### config.mk
export PLATFORM = sky130hd
export DESIGN_NAME = vector_mask_register_unit_core
export DESIGN_NICKNAME = d
export VERILOG_FILES = /design/src/rtl/vmr_pkg.sv /design/src/rtl/vector_mask_register_unit_core.sv
export SDC_FILE = /design/constraint.sdc
export NUM_CORES = 1
export LEC_CHECK = 0
export BUFFER_PORTS_ARGS = -buffer_cell sky130_fd_sc_hd__buf_4
export CORE_ASPECT_RATIO = 1.1
export CORE_MARGIN = 2
export CORE_UTILIZATION = 40
export CTS_CLUSTER_DIAMETER = 60
export DETAILED_ROUTE_END_ITERATION = 6
export GPL_ROUTABILITY_DRIVEN = 0
export PLACE_DENSITY = 0.55
export SKIP_CTS_REPAIR_TIMING = 1
export SLEW_MARGIN = 5
export SYNTH_ARGS = -nofsm -noshare
export SYNTH_HDL_FRONTEND = slang
export SYNTH_SLANG_ARGS = --single-unit
### constraint.sdc
create_clock -name clk -period 10.15 [get_ports clk]
set_input_delay 1.5225 -clock clk [delete_from_list [all_inputs] [get_ports clk]]
set_output_delay 1.5225 -clock clk [all_outputs]
set_load 0.005 [all_outputs]
### src/rtl/vmr_pkg.sv
`timescale 1ns / 1ps

package vmr_pkg;

    typedef enum logic [3:0] {
        REQ_TEST      = 4'd0,
        REQ_COMPL     = 4'd1,
        REQ_CLZ       = 4'd2,
        REQ_POPCNT    = 4'd3,
        REQ_READVCT   = 4'd4,
        REQ_LOAD      = 4'd5,
        REQ_LOADCOMPL = 4'd6,
        REQ_AND       = 4'd7,
        REQ_OR        = 4'd8,
        REQ_XOR       = 4'd9,
        REQ_READMASK  = 4'd10,
        REQ_RESTORE   = 4'd11,
        REQ_SETVCT    = 4'd12,
        REQ_SETVIX    = 4'd13
    } req_t;

    typedef logic [1:0] cc_t;

    localparam cc_t CC_0 = 2'd0;
    localparam cc_t CC_1 = 2'd1;
    localparam cc_t CC_2 = 2'd2;
    localparam cc_t CC_3 = 2'd3;

    localparam int unsigned WORD_W = 64;
    localparam int unsigned ADDR_W = 32;

endpackage

### src/rtl/vector_mask_register_unit_core.sv
`timescale 1ns / 1ps

// vector mask register unit
// holds the mask register (bit 0 is the msb of the word), the vector count and
// the interruption index, and runs one mask or count operation per item
// input channel: in_valid / in_stall with req_type, operand_bits, address_value
// output channel: out_valid / out_stall with cond_code, result_value
// an item taken in goes through the input register, then the operation logic
// (popcount and leading-zero trees, address clamp) into the result register,
// where it raises out_valid and waits until the receiver does not stall
// throughput is one item per cycle while the output side does not stall; the
// state written by one item is seen by the item right behind it
// when the receiver stalls, the result register holds and in_stall rises only
// while the input register is also full, so up to two items sit inside
// reset clears the mask, the count, the index and both valid flags
// SECTION_SIZE (8 to 64) sets how many top bits of the word form the mask
module vector_mask_register_unit_core #(
    parameter int unsigned SECTION_SIZE = 64
) (
    input  logic        clk,
    input  logic        rst_n,
    input  logic        in_valid,
    output logic        in_stall,
    input  logic [3:0]  req_type,
    input  logic [63:0] operand_bits,
    input  logic [31:0] address_value,
    output logic        out_valid,
    input  logic        out_stall,
    output logic [1:0]  cond_code,
    output logic [63:0] result_value
);
    import vmr_pkg::*;

    localparam int unsigned CNT_W = $clog2(SECTION_SIZE + 1);
    localparam logic [WORD_W-1:0] SEC_MASK = ~64'd0 << (WORD_W - SECTION_SIZE);
    localparam logic [CNT_W-1:0] SEC_CNT = CNT_W'(SECTION_SIZE);

    localparam logic [63:0] M1  = 64'h5555_5555_5555_5555;
    localparam logic [63:0] M2  = 64'h3333_3333_3333_3333;
    localparam logic [63:0] M4  = 64'h0F0F_0F0F_0F0F_0F0F;
    localparam logic [63:0] M8  = 64'h00FF_00FF_00FF_00FF;
    localparam logic [63:0] M16 = 64'h0000_FFFF_0000_FFFF;
    localparam logic [63:0] M32 = 64'h0000_0000_FFFF_FFFF;

    function automatic logic [6:0] lzc64(input logic [63:0] x);
        logic [63:0] y;
        logic [6:0]  z;
        y = x;
        z = '0;
        if (y[63:32] == '0)
        begin
            z = z + 7'd32;
            y = y << 32;
        end
        if (y[63:48] == '0)
        begin
            z = z + 7'd16;
            y = y << 16;
        end
        if (y[63:56] == '0)
        begin
            z = z + 7'd8;
            y = y << 8;
        end
        if (y[63:60] == '0)
        begin
            z = z + 7'd4;
            y = y << 4;
        end
        if (y[63:62] == '0)
        begin
            z = z + 7'd2;
            y = y << 2;
        end
        if (y[63] == 1'b0)
        begin
            z = z + 7'd1;
        end
        return z;
    endfunction

    function automatic logic [6:0] popcnt64(input logic [63:0] x);
        logic [63:0] y;
        y = (x & M1) + ((x >> 1) & M1);
        y = (y & M2) + ((y >> 2) & M2);
        y = (y & M4) + ((y >> 4) & M4);
        y = (y & M8) + ((y >> 8) & M8);
        y = (y & M16) + ((y >> 16) & M16);
        y = (y & M32) + ((y >> 32) & M32);
        return y[6:0];
    endfunction

    // input register
    logic              s1_valid_reg;
    req_t              req_reg;
    logic [63:0]       opnd_reg;
    logic signed [31:0] addr_reg;

    // architected state
    logic [63:0]       mask_reg;
    logic [63:0]       mask_next;
    logic [CNT_W-1:0]  count_reg;
    logic [CNT_W-1:0]  count_next;
    logic [CNT_W-1:0]  index_reg;
    logic [CNT_W-1:0]  index_next;

    // result register
    logic              out_valid_reg;
    cc_t               cc_reg;
    cc_t               cc_next;
    logic [63:0]       res_reg;
    logic [63:0]       res_next;

    logic              out_adv;
    logic              s1_fire;
    logic              in_fire;

    logic [CNT_W-1:0]  n_act;
    logic [63:0]       act;
    logic [63:0]       v;
    cc_t               mask_cc;
    logic              addr_neg;
    logic              addr_zero;
    logic              addr_big;
    logic              addr_below;
    logic [CNT_W-1:0]  addr_clamp;

    assign out_adv  = !out_valid_reg || !out_stall;
    assign s1_fire  = s1_valid_reg && out_adv;
    assign in_stall = s1_valid_reg && !out_adv;
    assign in_fire  = in_valid && !in_stall;

    assign out_valid    = out_valid_reg;
    assign cond_code    = cc_reg;
    assign result_value = res_reg;

    always_comb
    begin
        n_act = (count_reg > SEC_CNT) ? SEC_CNT : count_reg;
        if (n_act == '0)
        begin
            act = '0;
        end
        else
        begin
            act = ~64'd0 << (7'd64 - 7'(n_act));
        end
        v = mask_reg & act;
        if (act == '0 || v == '0)
        begin
            mask_cc = CC_0;
        end
        else if (v == act)
        begin
            mask_cc = CC_3;
        end
        else
        begin
            mask_cc = CC_1;
        end

        addr_neg   = addr_reg[31];
        addr_zero  = (addr_reg == '0);
        addr_big   = !addr_neg && (addr_reg > $signed(ADDR_W'(SECTION_SIZE)));
        addr_below = !addr_neg && (addr_reg < $signed(ADDR_W'(count_reg)));
        if (addr_neg)
        begin
            addr_clamp = '0;
        end
        else if (addr_big)
        begin
            addr_clamp = SEC_CNT;
        end
        else
        begin
            addr_clamp = addr_reg[CNT_W-1:0];
        end
    end

    always_comb
    begin
        mask_next  = mask_reg;
        count_next = count_reg;
        index_next = index_reg;
        cc_next    = CC_0;
        res_next   = '0;
        case (req_reg)
            REQ_TEST:
            begin
                cc_next = mask_cc;
            end
            REQ_COMPL:
            begin
                mask_next = ~mask_reg & act;
            end
            REQ_CLZ:
            begin
                cc_next = mask_cc;
                if (v == '0)
                begin
                    res_next = 64'(n_act);
                end
                else
                begin
                    res_next = 64'(lzc64(v));
                end
            end
            REQ_POPCNT:
            begin
                cc_next  = mask_cc;
                res_next = 64'(popcnt64(v));
            end
            REQ_READVCT:
            begin
                res_next = 64'(count_reg);
            end
            REQ_LOAD:
            begin
                mask_next = opnd_reg & act;
            end
            REQ_LOADCOMPL:
            begin
                mask_next = ~opnd_reg & act;
            end
            REQ_AND:
            begin
                mask_next = mask_reg & opnd_reg & act;
            end
            REQ_OR:
            begin
                mask_next = (mask_reg | opnd_reg) & act;
            end
            REQ_XOR:
            begin
                mask_next = (mask_reg ^ opnd_reg) & act;
            end
            REQ_READMASK:
            begin
                res_next = mask_reg;
            end
            REQ_RESTORE:
            begin
                mask_next = opnd_reg & SEC_MASK;
            end
            REQ_SETVCT:
            begin
                if (addr_zero)
                begin
                    cc_next = CC_0;
                end
                else if (addr_neg)
                begin
                    cc_next = CC_1;
                end
                else if (addr_big)
                begin
                    cc_next = CC_2;
                end
                else
                begin
                    cc_next = CC_3;
                end
                count_next = addr_clamp;
            end
            REQ_SETVIX:
            begin
                if (addr_zero)
                begin
                    cc_next = CC_0;
                end
                else if (addr_neg)
                begin
                    cc_next = CC_1;
                end
                else if (addr_below)
                begin
                    cc_next = CC_2;
                end
                else
                begin
                    cc_next = CC_3;
                end
                index_next = addr_clamp;
            end
            default:
            begin
                cc_next  = CC_0;
                res_next = '0;
            end
        endcase
    end

    // input register payload
    always_ff @(posedge clk)
    begin
        if (in_fire)
        begin
            req_reg  <= req_t'(req_type);
            opnd_reg <= operand_bits;
            addr_reg <= $signed(address_value);
        end
    end

    // result register payload
    always_ff @(posedge clk)
    begin
        if (s1_fire)
        begin
            cc_reg  <= cc_next;
            res_reg <= res_next;
        end
    end

    always_ff @(posedge clk or negedge rst_n)
    begin
        if (!rst_n)
        begin
            s1_valid_reg  <= 1'b0;
            out_valid_reg <= 1'b0;
            mask_reg      <= '0;
            count_reg     <= '0;
            index_reg     <= '0;
        end
        else
        begin
            if (!in_stall)
            begin
                s1_valid_reg <= in_valid;
            end
            if (s1_fire)
            begin
                out_valid_reg <= 1'b1;
                mask_reg      <= mask_next;
                count_reg     <= count_next;
                index_reg     <= index_next;
            end
            else if (!out_stall)
            begin
                out_valid_reg <= 1'b0;
            end
        end
    end

endmodule

# Word-level counts from Yosys, hierarchy flattened
# Index checks and enable logic that the tools add are counted.
# word_totals
word_cells	127
out_inout_bits	68
register_bits	239
in_bits	104
# op_classes
n_reduce_logical	26
muxes	49
n_lt_le_gt_ge	3
n_bitwise	12
addsub	12
shift	1
eq_ne	15
# ops
cell	count
64-bit 2-to-1 mux	16
64-bit bitwise AND	8
64-bit case mux with 7 select lines	1
64-bit case mux with 4 select lines	1
7-bit 2-to-1 mux	19
64-bit zero test	2
64-bit inverter	2
63-bit by 63-bit adder with 64-bit output	1
64-bit == test	1
32-bit zero test	2
64-bit bitwise OR	1
64-bit by 7-bit left shift with 64-bit output (first input constant)	1
64-bit bitwise XOR	1
62-bit by 62-bit adder with 63-bit output	1
60-bit by 59-bit adder with 61-bit output	1
55-bit by 53-bit adder with 55-bit output	1
39-bit adder	1
32-bit by 8-bit greater-than comparator with 1-bit output (second input constant)	1
32-bit by 8-bit less-than comparator with 1-bit output	1
4-bit == test (second input constant)	6
4-bit by 3-bit == test with 1-bit output (second input constant)	4
16-bit zero test	1
2-bit 2-to-1 mux	6
4-bit by 2-bit == test with 1-bit output (second input constant)	2
23 further kinds	37

# Logic depth before layout (Yosys ltp)
# logic_depth
word_depth	30
ltp_mapped	32
ltp_nobuf	28

# Worst setup path after synthesis
# Ideal clock, no wire load.
# synth_path
kind	flip-flop to flip-flop
start	register count_reg[6]
end	register res_reg[5], in the netlist result_value[5] (data pin)
path_slack_ns	2.743
period_less_slack_ns	7.407
t_arrival_ns	7.136
n_path_buf	7
setup_ns	0.271
stages_incl_launch_ff	30
required_time_ns	9.879
cell_sequence	dfrtp_1 -> buf_2 -> clkbuf_1 -> nor2b_1 -> inv_1 -> ha_1 -> clkbuf_1 -> nor4_1 -> or3_4 -> buf_6 -> buf_2 -> buf_1 -> clkbuf_1 -> nand3_1 -> ha_1 -> ha_1 -> fa_1 -> inv_1 -> fa_1 -> inv_1 -> fa_1 -> fa_1 -> ha_1 -> a21o_1 -> a21o_1 -> a21o_1 -> a21oi_1 -> xnor2_1 -> a222oi_1 -> o31ai_1
# synth_via
elab_chain_cells	30
word_cells_on_any_way	57
cone_classes	12 x add/sub; 1 x order compare; 1 x shift; 35 x mux; 1 x bitwise; 7 x reduce/logical
# synth_rtl
element	line_no	source
from (decl)	vector_mask_register_unit_core.sv:102	logic [CNT_W-1:0] count_reg;
from (signal assigned)	vector_mask_register_unit_core.sv:334	count_reg <= count_next;
7-bit greater-than comparator	vector_mask_register_unit_core.sv:139	n_act = (count_reg > SEC_CNT) ? SEC_CNT : count_reg;
7-bit 2-to-1 mux *	vector_mask_register_unit_core.sv:139	
parallel branches: the longest is 27 deep, another holds 63-bit by 63-bit adder with 64-bit output	n/a	
64-bit case mux with 4 select lines *	vector_mask_register_unit_core.sv:187	case (req_reg)
via res_next[5]	vector_mask_register_unit_core.sv:112	logic [63:0] res_next;
to (signal assigned)	vector_mask_register_unit_core.sv:310	res_reg <= res_next;
to (decl)	vector_mask_register_unit_core.sv:111	logic [63:0] res_reg;
# Mark *: on every way through the listed nets, which the timed path passes. The select of a mux whose other input is x is not followed.
# A chain may end at the register's enable or synchronous reset.

# Final worst setup path
# Ends and elaborated chain as after synthesis.

==> results by group <==
Cells and area
  • FILL cells: 4619
  • N_diodes: 0
  • Layout Utilization: 46.4%
  • Final layout net count: 2536
  • Area added between synthesis and finish: 15.1%
  • Proportion of layout cells with a drive suffix above 1: 13.8%
  • Multi-input combinational cell area: 0.0111 sq mm
  • Reg area: 0.00681 sq mm

Clocking
  • CTS Buf Count: 30
  • Number of buffers on the longest clock path: 3
  • CTS clk-pin slew, worst paths: 60 ps
  • Number of H-tree levels: 1
  • Total number of clock tree sinks: 239
  • Clock latency of the later-clocked register in the worst-skew pair: 590 ps
  • Clock Tree Root: sky130_fd_sc_hd__clkbuf_16
  • CTS tree: done

Synthesis
  • Most repeated cell in the gate-level netlist after synthesis: sky130_fd_sc_hd__ha_1
  • Gate Count Post-Synth: 2021
  • Number of distinct standard cells referenced by the synthesized netlist: 90
  • Number of warnings issued by yosys: 0
  • Cells taking the most area after synthesis: sky130_fd_sc_hd__edfxtp_1 (26%), sky130_fd_sc_hd__ha_1 (18%), sky130_fd_sc_hd__dfrtp_1 (9.5%)
  • Fraction of synthesized cell area taken by the top area cell type: 26.0%
  • Flops & latches, synth: 239
  • Post-synthesis async set-or-reset flop share: 30.5%
  • Cell area after technology mapping: 0.0191 sq mm
  • Post-synth EDFFs: 166
  • Post-Synthesis Net Count: 2427
  • Biggest area consumer among synthesized cells: sky130_fd_sc_hd__edfxtp_1
  • Most used flip-flop cell after synthesis: sky130_fd_sc_hd__edfxtp_1
  • Average cell area after synthesis: 9.47 sq um
  • Proportion of synthesized chip area in sequential cells: 35.6%
  • Cell types with the highest counts after synthesis: sky130_fd_sc_hd__ha_1 (271), sky130_fd_sc_hd__inv_1 (222), sky130_fd_sc_hd__edfxtp_1 (166)

Outcome
  • Run status: finished, violations left
  • Violations in the final reports: design-rule violations

Global route
  • Remaining global-route overflow: 0
  • Maximum number of pins on one net before global-route repair: 84
  • Global-route usage over all layers: 27.7%
  • Antenna violations before repair: 0
  • Global-route wire length before repair: 104 mm
  • Number of global-route vias before repair: 16600

Drt
  • Detailed Routing Iterations Pass 1: 7
  • Drt drc: 6
  • Wire length per cell: 24.8 microns
  • First DRT Iteration DRCs: 1855
  • Post-route antenna net violation count: 0
  • Routed Wire Length: 69.3 mm
  • Via count: 17000
  • Average vias per placed instance: 6.08

Floorplan
  • Overall die height: 233 microns
  • Die boundary width: 213 microns
  • Core area: 0.0475 sq mm
  • Starting Density: 40.3%
  • Floorplan row count: 84
  • Total die area: 0.0496 sq mm
  • I/O pins: 172

STA
  • Max Fclk: 117 MHz
  • Final number of setup-violating endpoints: 0
  • Final min period: 8520 ps
  • Clock Skew: 20.9 ps
  • Total negative setup slack: 0 ps
  • Slack of the critical path: 1630 ps
  • Worst hold-check slack: 505 ps
  • Fraction of the cycle the final worst path needs: 83.9%
  • Worst relative slew slack: 14.0%
  • Unrepaired setup endpoints after global routing: no
  • Transition time at the pin with the least slew margin: 1290 ps
  • Final-report hold violation count: 0
  • Pins over their slew limit: 0

Flow run
  • # Max-Cap Violations: 0

Power and ir drop
  • Cell area power density: 279 mW/mm^2
  • Leak: 10.1 nW
  • Worst ir drop on vdd: 0.000828 V

Setup path
  • Peak fanout along the critical path: 19
  • Crit path capture type: flop
  • Sort of element at the start of the critical path: flop
  • Category of the most critical setup path: flop to flop
  • Critical path data required time: 10450 ps
  • Critical Path AT: 8820 ps

Place
  • DP HPWL: 51.1 mm
  • Pre-CTS setup slack: 1880 ps
  • Number of buffer cells added on primary ports: 171

Worst hold path
  • Hold WC Path Type: flop to flop
layout make-up:
type / count / area share, %
clock inverter: 18 / 1.10
timing repair buffer: 194 / 6.61
sequential: 239 / 30.9
tap: 645 / 3.66
multi-input combinational: 1442 / 50.2
clock buffer: 38 / 3.69
inverter: 223 / 3.80
power breakdown:
group          leakage [nW]  internal [mW]  switching, mW  total (mW)
clock                 0.505          0.678          0.462        1.14
sequential             2.50           1.19          0.215        1.41
combinational          7.13           1.50           2.11        3.61
per-layer routing:
metal,track usage [%],wire [microns],vias up
li1,-,-,7712
met1,37.8,29300,8296
met2,42.9,31100,814
met3,4.44,5370,196
met4,13.5,3550,0
met5,0,0,-
worst paths after layout:
check	startpoint	endpoint	slack, ps	depth (start not counted)
setup reg to reg	count_reg[6]$_DFFE_PN0P_	result_value[5]$_DFFE_PP_	1630	24
hold / removal	s1_valid_reg$_DFFE_PN0N_	out_valid$_DFFE_PN0P_	500	1
max in group asynchronous	rst_n	mask_reg[13]$_DFFE_PN0P_	8140	2
min in group asynchronous	rst_n	mask_reg[61]$_DFFE_PN0P_	850	1
setup / recovery	count_reg[6]$_DFFE_PN0P_	result_value[5]$_DFFE_PP_	1630	24
hold reg to reg	s1_valid_reg$_DFFE_PN0N_	out_valid$_DFFE_PN0P_	500	1
stage by stage:
| stage | cell area, sq um | cells | power (mW) |
|---|---|---|---|
| 6_report | 22000 | 2799 | 6.16 |
| 2_1_floorplan | 19100 | 2021 | 3.78 |
| 5_1_grt | 22000 | 2799 | 6.60 |
| 3_5_place_dp | 21000 | 2743 | 4.95 |
| 4_1_cts | 22000 | 2799 | 6.13 |
| 3_3_place_gp | 21000 | 2743 | 4.93 |
critical path, stage by stage (launching register included):
cell and delay [ps]:
sky130_fd_sc_hd__dfrtp_1 780, sky130_fd_sc_hd__inv_1 220, sky130_fd_sc_hd__nand2_1 230, sky130_fd_sc_hd__ha_1 480, sky130_fd_sc_hd__nor2_1 350, sky130_fd_sc_hd__a311o_1 420
sky130_fd_sc_hd__nand2_1 540, sky130_fd_sc_hd__o21ai_0 420, sky130_fd_sc_hd__or2_2 420, sky130_fd_sc_hd__ha_1 330, sky130_fd_sc_hd__ha_1 210, sky130_fd_sc_hd__inv_1 70
sky130_fd_sc_hd__fa_1 450, sky130_fd_sc_hd__fa_1 550, sky130_fd_sc_hd__inv_1 60, sky130_fd_sc_hd__fa_1 530, sky130_fd_sc_hd__fa_1 550, sky130_fd_sc_hd__ha_1 310
sky130_fd_sc_hd__a21o_1 160, sky130_fd_sc_hd__a21o_1 190, sky130_fd_sc_hd__a21o_1 180, sky130_fd_sc_hd__a21oi_1 170, sky130_fd_sc_hd__xnor2_1 100, sky130_fd_sc_hd__a222oi_1 350
sky130_fd_sc_hd__o31ai_1 160
layout by cell type (no fill, tap or decap), drive strengths merged, types with 12 or more instances in the layout:
master     n
ha       271
inv      228
buf      194
edfxtp   166
nor2     165
a21oi    113
nand2    106
o21ai     99
nor3      98
dfrtp     73
a211oi    63
a2111oi   62
a21o      44
clkbuf    38
a22oi     32
o221ai    31
fa        31
nand3     31
a221o     29
o22ai     26
nand2b    23
or2       21
o211ai    18
nor4      17
nand4     15
xnor2     14
xor2      13
a221oi    12
kinds of logic (layout without fill, tap and decap cells):
family | after synthesis | in the layout | share of synthesized area [%]
AO/OA/AOI/OAI | 603 | 603 | 22.5
buffers and inverters | 340 | 473 | 6.88
XOR/XNOR | 27 | 27 | 1.24
flip-flops | 239 | 239 | 35.6
AND/OR/NAND/NOR | 510 | 510 | 12.8
adder cells (fa/ha/maj) | 302 | 302 | 21.0
(Power assumes the default switching activity.)
